--- src/ppcm_pkg.sv ---
`timescale 1ns / 1ps
// Shared constants and types of the peak-to-peak current monitor.
package ppcm_pkg;

	localparam int unsigned ADC_BITS_DEF   = 12;
	localparam int unsigned MAX_WINDOW_DEF = 4096;

	localparam int unsigned WLEN_W   = 13;
	localparam int unsigned GAIN_W   = 24;
	localparam int unsigned LIMIT_W  = 16;
	localparam int unsigned OUT_W    = 16;
	localparam int unsigned CFG_W    = 24;
	localparam int unsigned FRAC_W   = 16;

	localparam logic [WLEN_W-1:0]  WLEN_RST       = WLEN_W'(1024);
	localparam logic [GAIN_W-1:0]  PEAK_GAIN_RST  = GAIN_W'(264045);
	localparam logic [GAIN_W-1:0]  RMS_GAIN_RST   = GAIN_W'(186708);
	localparam logic [LIMIT_W-1:0] LIMIT_RST      = LIMIT_W'(10000);

	typedef enum logic [1:0] {
		CFG_WINDOW_LENGTH = 2'd0,
		CFG_PEAK_GAIN     = 2'd1,
		CFG_RMS_GAIN      = 2'd2,
		CFG_CURRENT_LIMIT = 2'd3
	} cfg_index_t;

endpackage

--- src/ppcm_sample_if.sv ---
`timescale 1ns / 1ps
// Sample channel: valid/ready handshake carrying one converter reading.
interface ppcm_sample_if #(
	parameter int unsigned ADC_BITS = ppcm_pkg::ADC_BITS_DEF
);
	logic                valid;
	logic                ready;
	logic [ADC_BITS-1:0] sample;

	modport source (output valid, output sample, input ready);
	modport sink   (input valid, input sample, output ready);
endinterface

--- src/ppcm_result_if.sv ---
`timescale 1ns / 1ps
// Result channel: valid/ready handshake carrying one window measurement.
interface ppcm_result_if;
	logic                          valid;
	logic                          ready;
	logic [ppcm_pkg::OUT_W-1:0]    rms_ma;
	logic [ppcm_pkg::OUT_W-1:0]    peak_ma;
	logic                          current_ok;

	modport source (output valid, output rms_ma, output peak_ma, output current_ok, input ready);
	modport sink   (input valid, input rms_ma, input peak_ma, input current_ok, output ready);
endinterface

--- src/peak_to_peak_current_monitor_unit.sv ---
`timescale 1ns / 1ps
// Top level of the peak-to-peak current monitor.
//
// Usage:
//   sample_ch takes raw converter readings, one transfer per sample. Each
//   sample updates the running window maximum, minimum and count. When the
//   count reaches window_length (0 acts as 1, capped at MAX_WINDOW) the
//   window closes: the swing goes down a three-register pipeline and one
//   transfer on result_ch gives rms_ma, peak_ma (swing times gain, Q8.16,
//   rounded half up, saturated to 65535) and current_ok (rms_ma < limit).
//   A new window starts with the next sample.
// Pipeline and throughput:
//   One sample per cycle while sample_ch.ready is high. A result comes from the
//   window's last sample through the swing, product and output registers, in order.
//   The two 24-bit gain multipliers sit alone in the middle stage.
// Stall:
//   Every stage advances when the one after it is empty or moving, so
//   sample_ch.ready drops only while all three stages hold results and
//   result_ch is stalled. Nothing is lost or repeated.
// Reset:
//   arst_n clears the pipeline, restarts the window and loads the default
//   register values. Configuration goes through cfg_we/cfg_index/cfg_data;
//   the user must write it only while the block is idle; the block lacks a check.
module peak_to_peak_current_monitor_unit #(
	parameter int unsigned ADC_BITS   = ppcm_pkg::ADC_BITS_DEF,
	parameter int unsigned MAX_WINDOW = ppcm_pkg::MAX_WINDOW_DEF
) (
	input  logic                         clk,
	input  logic                         arst_n,
	input  logic                         cfg_we,
	input  ppcm_pkg::cfg_index_t         cfg_index,
	input  logic [ppcm_pkg::CFG_W-1:0]   cfg_data,
	ppcm_sample_if.sink                  sample_ch,
	ppcm_result_if.source                result_ch
);
	import ppcm_pkg::*;

	localparam int unsigned CNT_W  = $clog2(MAX_WINDOW + 1);
	localparam int unsigned EW     = (CNT_W > WLEN_W) ? CNT_W : WLEN_W;
	localparam int unsigned PROD_W = ADC_BITS + GAIN_W;
	localparam int unsigned SUM_W  = PROD_W + 1;
	localparam int unsigned SH_W   = SUM_W - FRAC_W;

	// Round half up, drop the fraction, saturate to the output width.
	function automatic logic [OUT_W-1:0] round_sat(input logic [PROD_W-1:0] prod);
		logic [SUM_W-1:0] sum;
		logic [SH_W-1:0]  whole;
		sum   = {1'b0, prod} + SUM_W'(1 << (FRAC_W - 1));
		whole = sum[SUM_W-1:FRAC_W];
		if (|whole[SH_W-1:OUT_W]) begin
			return {OUT_W{1'b1}};
		end
		return whole[OUT_W-1:0];
	endfunction

	// Configuration registers
	logic [WLEN_W-1:0]  window_length_q;
	logic [GAIN_W-1:0]  peak_gain_q;
	logic [GAIN_W-1:0]  rms_gain_q;
	logic [LIMIT_W-1:0] current_limit_q;

	always_ff @(posedge clk or negedge arst_n) begin
		if (!arst_n) begin
			window_length_q <= WLEN_RST;
			peak_gain_q     <= PEAK_GAIN_RST;
			rms_gain_q      <= RMS_GAIN_RST;
			current_limit_q <= LIMIT_RST;
		end else if (cfg_we) begin
			unique case (cfg_index)
				CFG_WINDOW_LENGTH: window_length_q <= cfg_data[WLEN_W-1:0];
				CFG_PEAK_GAIN:     peak_gain_q     <= cfg_data[GAIN_W-1:0];
				CFG_RMS_GAIN:      rms_gain_q      <= cfg_data[GAIN_W-1:0];
				CFG_CURRENT_LIMIT: current_limit_q <= cfg_data[LIMIT_W-1:0];
				default: ;
			endcase
		end
	end

	// Pipeline flow control: each stage moves when its successor has room.
	logic v_s1, v_s2, out_valid_q;
	logic adv1, adv2, adv3;
	logic accept;

	assign adv3   = !out_valid_q || result_ch.ready;
	assign adv2   = !v_s2 || adv3;
	assign adv1   = !v_s1 || adv2;
	assign sample_ch.ready = adv1;
	assign accept = sample_ch.valid && adv1;

	// Window tracking
	logic [CNT_W-1:0]    count_q, count_nxt;
	logic [ADC_BITS-1:0] max_q, min_q, max_nxt, min_nxt;
	logic [EW-1:0]       wlen_ext, eff_window;
	logic                close;

	assign wlen_ext = EW'(window_length_q);

	always_comb begin
		priority if (wlen_ext == '0) begin
			eff_window = EW'(1);
		end else if (wlen_ext > EW'(MAX_WINDOW)) begin
			eff_window = EW'(MAX_WINDOW);
		end else begin
			eff_window = wlen_ext;
		end
	end

	// Count stays below the effective window before increment, so no wrap.
	assign count_nxt = count_q + CNT_W'(1);
	assign max_nxt   = (sample_ch.sample > max_q) ? sample_ch.sample : max_q;
	assign min_nxt   = (sample_ch.sample < min_q) ? sample_ch.sample : min_q;
	assign close     = EW'(count_nxt) >= eff_window;

	always_ff @(posedge clk or negedge arst_n) begin
		if (!arst_n) begin
			count_q <= '0;
			max_q   <= '0;
			min_q   <= '1;
		end else if (accept) begin
			if (close) begin
				count_q <= '0;
				max_q   <= '0;
				min_q   <= '1;
			end else begin
				count_q <= count_nxt;
				max_q   <= max_nxt;
				min_q   <= min_nxt;
			end
		end
	end

	// Stage 1: swing of the closed window
	logic [ADC_BITS-1:0] swing_s1;

	always_ff @(posedge clk or negedge arst_n) begin
		if (!arst_n) begin
			v_s1 <= 1'b0;
		end else if (adv1) begin
			v_s1 <= accept && close;
		end
	end

	always_ff @(posedge clk) begin
		if (adv1 && accept && close) begin
			swing_s1 <= (max_nxt >= min_nxt) ? (max_nxt - min_nxt) : '0;
		end
	end

	// Stage 2: gain products
	logic [PROD_W-1:0] rms_prod_s2, peak_prod_s2;

	always_ff @(posedge clk or negedge arst_n) begin
		if (!arst_n) begin
			v_s2 <= 1'b0;
		end else if (adv2) begin
			v_s2 <= v_s1;
		end
	end

	always_ff @(posedge clk) begin
		if (adv2 && v_s1) begin
			rms_prod_s2  <= PROD_W'(swing_s1) * PROD_W'(rms_gain_q);
			peak_prod_s2 <= PROD_W'(swing_s1) * PROD_W'(peak_gain_q);
		end
	end

	// Stage 3: round, saturate, limit check into the output register
	logic [OUT_W-1:0] rms_rnd, peak_rnd;
	logic [OUT_W-1:0] rms_ma_q, peak_ma_q;
	logic             current_ok_q;

	assign rms_rnd  = round_sat(rms_prod_s2);
	assign peak_rnd = round_sat(peak_prod_s2);

	always_ff @(posedge clk or negedge arst_n) begin
		if (!arst_n) begin
			out_valid_q <= 1'b0;
		end else if (adv3) begin
			out_valid_q <= v_s2;
		end
	end

	always_ff @(posedge clk) begin
		if (adv3 && v_s2) begin
			rms_ma_q     <= rms_rnd;
			peak_ma_q    <= peak_rnd;
			current_ok_q <= rms_rnd < current_limit_q;
		end
	end

	assign result_ch.valid      = out_valid_q;
	assign result_ch.rms_ma     = rms_ma_q;
	assign result_ch.peak_ma    = peak_ma_q;
	assign result_ch.current_ok = current_ok_q;

endmodule
--- src/flat_wrapper.sv ---
// flat-port wrapper written by rule: the top's interface ports become plain ports
module peak_to_peak_current_monitor_unit_flat import ppcm_pkg::*;
#(
	parameter int unsigned ADC_BITS   = ppcm_pkg::ADC_BITS_DEF,
	parameter int unsigned MAX_WINDOW = ppcm_pkg::MAX_WINDOW_DEF
)
  (clk, arst_n, cfg_we, cfg_index, cfg_data, sample_ch_valid, sample_ch_sample, sample_ch_ready, result_ch_valid, result_ch_rms_ma, result_ch_peak_ma, result_ch_current_ok, result_ch_ready);
  ppcm_sample_if #(.ADC_BITS(ADC_BITS)) sample_ch_i ();
  ppcm_result_if result_ch_i ();
  input  logic clk;
  input  logic arst_n;
  input  logic cfg_we;
  input  ppcm_pkg::cfg_index_t cfg_index;
  input  logic [ppcm_pkg::CFG_W-1:0] cfg_data;
  input wire logic [$bits(sample_ch_i.valid)-1:0] sample_ch_valid;
  input wire logic [$bits(sample_ch_i.sample)-1:0] sample_ch_sample;
  output wire logic [$bits(sample_ch_i.ready)-1:0] sample_ch_ready;
  output wire logic [$bits(result_ch_i.valid)-1:0] result_ch_valid;
  output wire logic [$bits(result_ch_i.rms_ma)-1:0] result_ch_rms_ma;
  output wire logic [$bits(result_ch_i.peak_ma)-1:0] result_ch_peak_ma;
  output wire logic [$bits(result_ch_i.current_ok)-1:0] result_ch_current_ok;
  input wire logic [$bits(result_ch_i.ready)-1:0] result_ch_ready;
  assign sample_ch_i.valid = sample_ch_valid;
  assign sample_ch_i.sample = sample_ch_sample;
  assign sample_ch_ready = sample_ch_i.ready;
  assign result_ch_valid = result_ch_i.valid;
  assign result_ch_rms_ma = result_ch_i.rms_ma;
  assign result_ch_peak_ma = result_ch_i.peak_ma;
  assign result_ch_current_ok = result_ch_i.current_ok;
  assign result_ch_i.ready = result_ch_ready;
  peak_to_peak_current_monitor_unit #(.ADC_BITS(ADC_BITS), .MAX_WINDOW(MAX_WINDOW)) u_core (.clk(clk), .arst_n(arst_n), .cfg_we(cfg_we), .cfg_index(cfg_index), .cfg_data(cfg_data), .sample_ch(sample_ch_i), .result_ch(result_ch_i));
endmodule
--- config.mk ---
export PLATFORM = sky130hd
export DESIGN_NAME = peak_to_peak_current_monitor_unit_flat
export DESIGN_NICKNAME = d
export VERILOG_FILES = /design/src/ppcm_pkg.sv /design/src/ppcm_sample_if.sv /design/src/ppcm_result_if.sv /design/src/peak_to_peak_current_monitor_unit.sv /design/src/flat_wrapper.sv
export SDC_FILE = /design/constraint.sdc
export NUM_CORES = 2
export LEC_CHECK = 0
export ABC_AREA = 0
export BUFFER_PORTS_ARGS = -buffer_cell sky130_fd_sc_hd__buf_2
export CAP_MARGIN = 20
export CORE_MARGIN = 5
export CORE_UTILIZATION = 45
export DETAILED_ROUTE_END_ITERATION = 6
export GPL_TIMING_DRIVEN = 0
export PLACE_DENSITY_LB_ADDON = 0.05
export RECOVER_POWER = 50
export SLEW_MARGIN = 5
export SYNTH_ARGS = -nofsm -noshare
export SYNTH_HDL_FRONTEND = slang
export SYNTH_SLANG_ARGS = --single-unit
export TNS_END_PERCENT = 1
--- constraint.sdc ---
create_clock -name clk -period 7.35 [get_ports clk]
set_clock_uncertainty 0.15 [all_clocks]
set_input_delay 0.735 -clock clk [delete_from_list [all_inputs] [get_ports clk]]
set_output_delay 0.735 -clock clk [all_outputs]
set_load 0.05 [all_outputs]
==> metrics.cfg <==
[setup_path]
worst_setup_path_start_kind = flip-flop
data_arrival_critical_path_ps = 7100
setup.worst_path.class = flip-flop to flip-flop
regToRegEndpoint = u_core.peak_prod_s2[35]$_DFFE_PP_
timing.critical_path.required_ps = 7520
critPathCaptureType = flip-flop
setup.reg_to_reg.worst_slack_ps = 420
ff2ff_path_depth = 20
critical_path.reg2reg.startpoint = u_core.swing_s1[5]$_SDFFCE_PN0P_
worst-path-max-fanout = 12

[cells_and_area]
final_common_cell = sky130_fd_sc_hd__inv_1
final_nets = 3612
flow.area_growth_from_synthesis_pct = 8.900
final_design_area_no_fill_sq_um = 29390
post-route-util_pct = 49.62
drive_gt1_share_pct = 9.643
most_used_cells_in_the_layout_excluding_fill_and_tap_cells = 543 x sky130_fd_sc_hd__inv_1, 489 x sky130_fd_sc_hd__nand2_1, 439 x sky130_fd_sc_hd__fa_1, 206 x sky130_fd_sc_hd__ha_1, 167 x sky130_fd_sc_hd__and2_1

[synthesis]
number_of_synthesis_warnings = 0
yosys_register_bits = 204
syn-mean-instance-area_sq_um = 9.589
synthesis.instances = 2815
synth-async-reset-ratio_pct = 57.35
share_of_the_yosys_chip_area_belonging_to_registers_pct = 20.69
synth_enable_flop_cells = 87
mappedNetlistArea_sq_um = 26990
synth_nets = 3503
synth_ff_type = sky130_fd_sc_hd__edfxtp_1
synth.distinct_cells = 67

[clock_network]
cts_max_level = 1
numCtsBuffers = 27
cts.root.buffer_cell = sky130_fd_sc_hd__clkbuf_16
clk_path_buf_depth = 3
clkTransAtPathRegs_ps = 60
cts_tree = done
clk-insertion-delay-late_ps = 580
cts_num_sinks = 204

[hold_path]
min_delay_path_depth = 2
worstHoldEndpoint = u_core.peak_gain_q[22]$_DFFE_PN0P_
min_path_type = input pin to flip-flop
timing.hold.worst.start = cfg_data[22]

[global_routing]
track_usage_pct = 22.49
antenna_found_initial = 6
first_global_vias = 20550
grt_pass1_wl_um = 114600
grt-ovfl-total = 0
grt_max_degree = 62

[placed_design]
placement.io_buffers = 77
gp_congestion = 0.8659
place_area_sq_um = 28430
pre_cts_slack_ps = -117.9
hpwlAfterDp_um = 59320

[floorplan]
coreArea_sq_um = 59240
placementRows = 89
ios = 78
die_w_um = 254.9
die_h_um = 254.9
start_util_pct = 45.56
die-area_sq_um = 64980

[detailed_routing]
drtPass1Iterations = 5
post_drt_wl_per_cell_um = 19.07
num_vias = 19160
final_ant_viol_nets = 0
vias_per_cell = 5.149
drt_wl_total_um = 70960
number_of_remaining_drc_errors = 0
count_of_routing_violations_after_the_opening_detailed_route_iteration = 869

[timing]
final.period_utilization_pct = 94.35
timing.final.ws_setup_ps = 415.3
slew_headroom_pct = -126.5
holdWs_ps = 263.7
setup-violations-final = 0
setup_repair_after_global_routing_missed_its_margin = no
timing_hold_violations_final = 0
clock.fmax_mhz = 144.2
tightest_slew_ps = 3398
final.min_clock_period_ps = 6935
slew_violations = 188

[job]
max_cap_violations = 4

[run_status]
failed_checks = max-capacitance violations, max-slew violations
run_status = finished, violations left

-- metal layers --
metal,track usage (%),vias up,share of wire (%)
li1,-,8930,-
met1,30.20,9698,44
met2,37.66,404,47
met3,3.689,121,5.1
met4,7.249,6,4.0
met5,0,-,0.092
-- how the worst max path moves through the flow --
stage / startpoint / to / slack (ps) / depth (start not counted)
after floorplan: u_core.swing_s1[6]$_SDFFCE_PN0P_ / u_core.rms_prod_s2[35]$_DFFE_PP_ / 1500 / 21
after global placement: u_core.swing_s1[4]$_SDFFCE_PN0P_ / u_core.rms_prod_s2[33]$_DFFE_PP_ / -20 / 21
after detailed placement: u_core.swing_s1[4]$_SDFFCE_PN0P_ / u_core.rms_prod_s2[35]$_DFFE_PP_ / -120 / 21
after CTS: u_core.swing_s1[8]$_SDFFCE_PN0P_ / u_core.rms_prod_s2[35]$_DFFE_PP_ / 70 / 21
after global routing: u_core.swing_s1[4]$_SDFFCE_PN0P_ / u_core.peak_prod_s2[35]$_DFFE_PP_ / 20 / 20
final: u_core.swing_s1[5]$_SDFFCE_PN0P_ / u_core.peak_prod_s2[35]$_DFFE_PP_ / 420 / 20
-- layout make-up --
type	count	area, sq um
inverter	543	2038
buffer	129	518.0
clock inverter	21	284.0
fill	5618	29850
multi-input combinational	1936	18860
sequential	204	5585
clock buffer	29	693.2
timing repair buffer	83	436.7
antenna	3	7.507
tap	773	967.2
-- critical path, cell delays in order (launching register included) --
cell and delay, ps:
sky130_fd_sc_hd__edfxtp_1 760, sky130_fd_sc_hd__clkbuf_1 710, sky130_fd_sc_hd__nand2_1 150, sky130_fd_sc_hd__fa_1 490, sky130_fd_sc_hd__fa_1 430, sky130_fd_sc_hd__inv_1 90
sky130_fd_sc_hd__fa_1 440, sky130_fd_sc_hd__fa_1 540, sky130_fd_sc_hd__inv_1 50, sky130_fd_sc_hd__fa_1 480, sky130_fd_sc_hd__inv_1 40, sky130_fd_sc_hd__ha_1 300
sky130_fd_sc_hd__a211oi_1 200, sky130_fd_sc_hd__nor2_1 90, sky130_fd_sc_hd__a211oi_1 560, sky130_fd_sc_hd__a211oi_2 230, sky130_fd_sc_hd__nor2_1 210, sky130_fd_sc_hd__o31ai_1 160
sky130_fd_sc_hd__a211o_1 310, sky130_fd_sc_hd__a21oi_1 180, sky130_fd_sc_hd__xnor2_1 100
-- registers in the layout (all words and copies together), names as in the netlist --
name,flops
u_core.min_q,12
u_core.result_ch.rms_ma,16
u_core.current_limit_q,16
u_core.result_ch.current_ok,1
u_core.peak_prod_s2,21
u_core.max_q,12
u_core.result_ch.peak_ma,16
u_core.rms_prod_s2,21
u_core.v_s1,1
u_core.swing_s1,12
u_core.window_length_q,13
u_core.result_ch.valid,1
u_core.count_q,13
u_core.v_s2,1
u_core.rms_gain_q,24
u_core.peak_gain_q,24
-- cells in the mapped netlist, types with 5 or more instances --
cell	count	share of area (%)
sky130_fd_sc_hd__o21ai_0	44	0.82
sky130_fd_sc_hd__mux2i_1	13	0.48
sky130_fd_sc_hd__o21a_1	12	0.33
sky130_fd_sc_hd__and3_1	19	0.44
sky130_fd_sc_hd__a21o_1	37	1.0
sky130_fd_sc_hd__and4_1	5	0.16
sky130_fd_sc_hd__or3_1	5	0.12
sky130_fd_sc_hd__nand4_1	20	0.46
sky130_fd_sc_hd__o2111ai_1	6	0.19
sky130_fd_sc_hd__nand2b_1	16	0.37
sky130_fd_sc_hd__edfxtp_1	87	9.7
sky130_fd_sc_hd__nor2_1	72	1.0
sky130_fd_sc_hd__dfrtp_1	81	7.5
sky130_fd_sc_hd__nand3_1	32	0.59
sky130_fd_sc_hd__o22a_1	12	0.39
sky130_fd_sc_hd__dfstp_2	36	3.5
sky130_fd_sc_hd__a31o_2	10	0.32
sky130_fd_sc_hd__xor2_1	38	1.2
sky130_fd_sc_hd__xnor2_1	44	1.4
sky130_fd_sc_hd__a211o_1	5	0.16
sky130_fd_sc_hd__a22o_1	7	0.23
sky130_fd_sc_hd__nand2_1	489	6.8
sky130_fd_sc_hd__a211oi_1	6	0.17
sky130_fd_sc_hd__inv_1	543	7.6
sky130_fd_sc_hd__fa_1	439	33
sky130_fd_sc_hd__nor2b_1	22	0.51
sky130_fd_sc_hd__nor3_1	17	0.32
sky130_fd_sc_hd__a21oi_1	49	0.91
sky130_fd_sc_hd__and2_1	169	3.9
sky130_fd_sc_hd__clkbuf_1	124	1.7
sky130_fd_sc_hd__ha_1	206	9.5
sky130_fd_sc_hd__mux2_2	88	3.7
-- per-stage QoR --
| step | cells | setup TNS, ps |
|---|---|---|
| CTS | 3717 | 0 |
| detailed placement | 3668 | -382.9 |
| global placement | 3665 | -18.18 |
| finish | 3721 | 0 |
| global route | 3718 | 0 |
| floorplan | 2815 | 0 |
-- cells by family after synthesis --
group | after synthesis | synth area share [%]
xor gates and xnor gates | 82 | 2.661
adders and majority gates | 645 | 42.11
muxes | 101 | 4.153
and+or+nand+nor | 885 | 15.32
AOI/OAI and AO/OA | 223 | 5.623
DFF | 204 | 20.69
buffers and inverters | 675 | 9.447
-- timing repair --
action / 4_1_cts / 5_1_grt
pin swaps: 0 / 0
hold endpoints to repair: 7 / 0
endpoints found under the setup margin: 5 / 13
resized for setup: 2 / 26
setup buffers: 0 / 2
hold buffers: 1 / 0
Power is not shown: default switching activity piles up to over one toggle a cycle in this logic, so the estimate is an artifact.
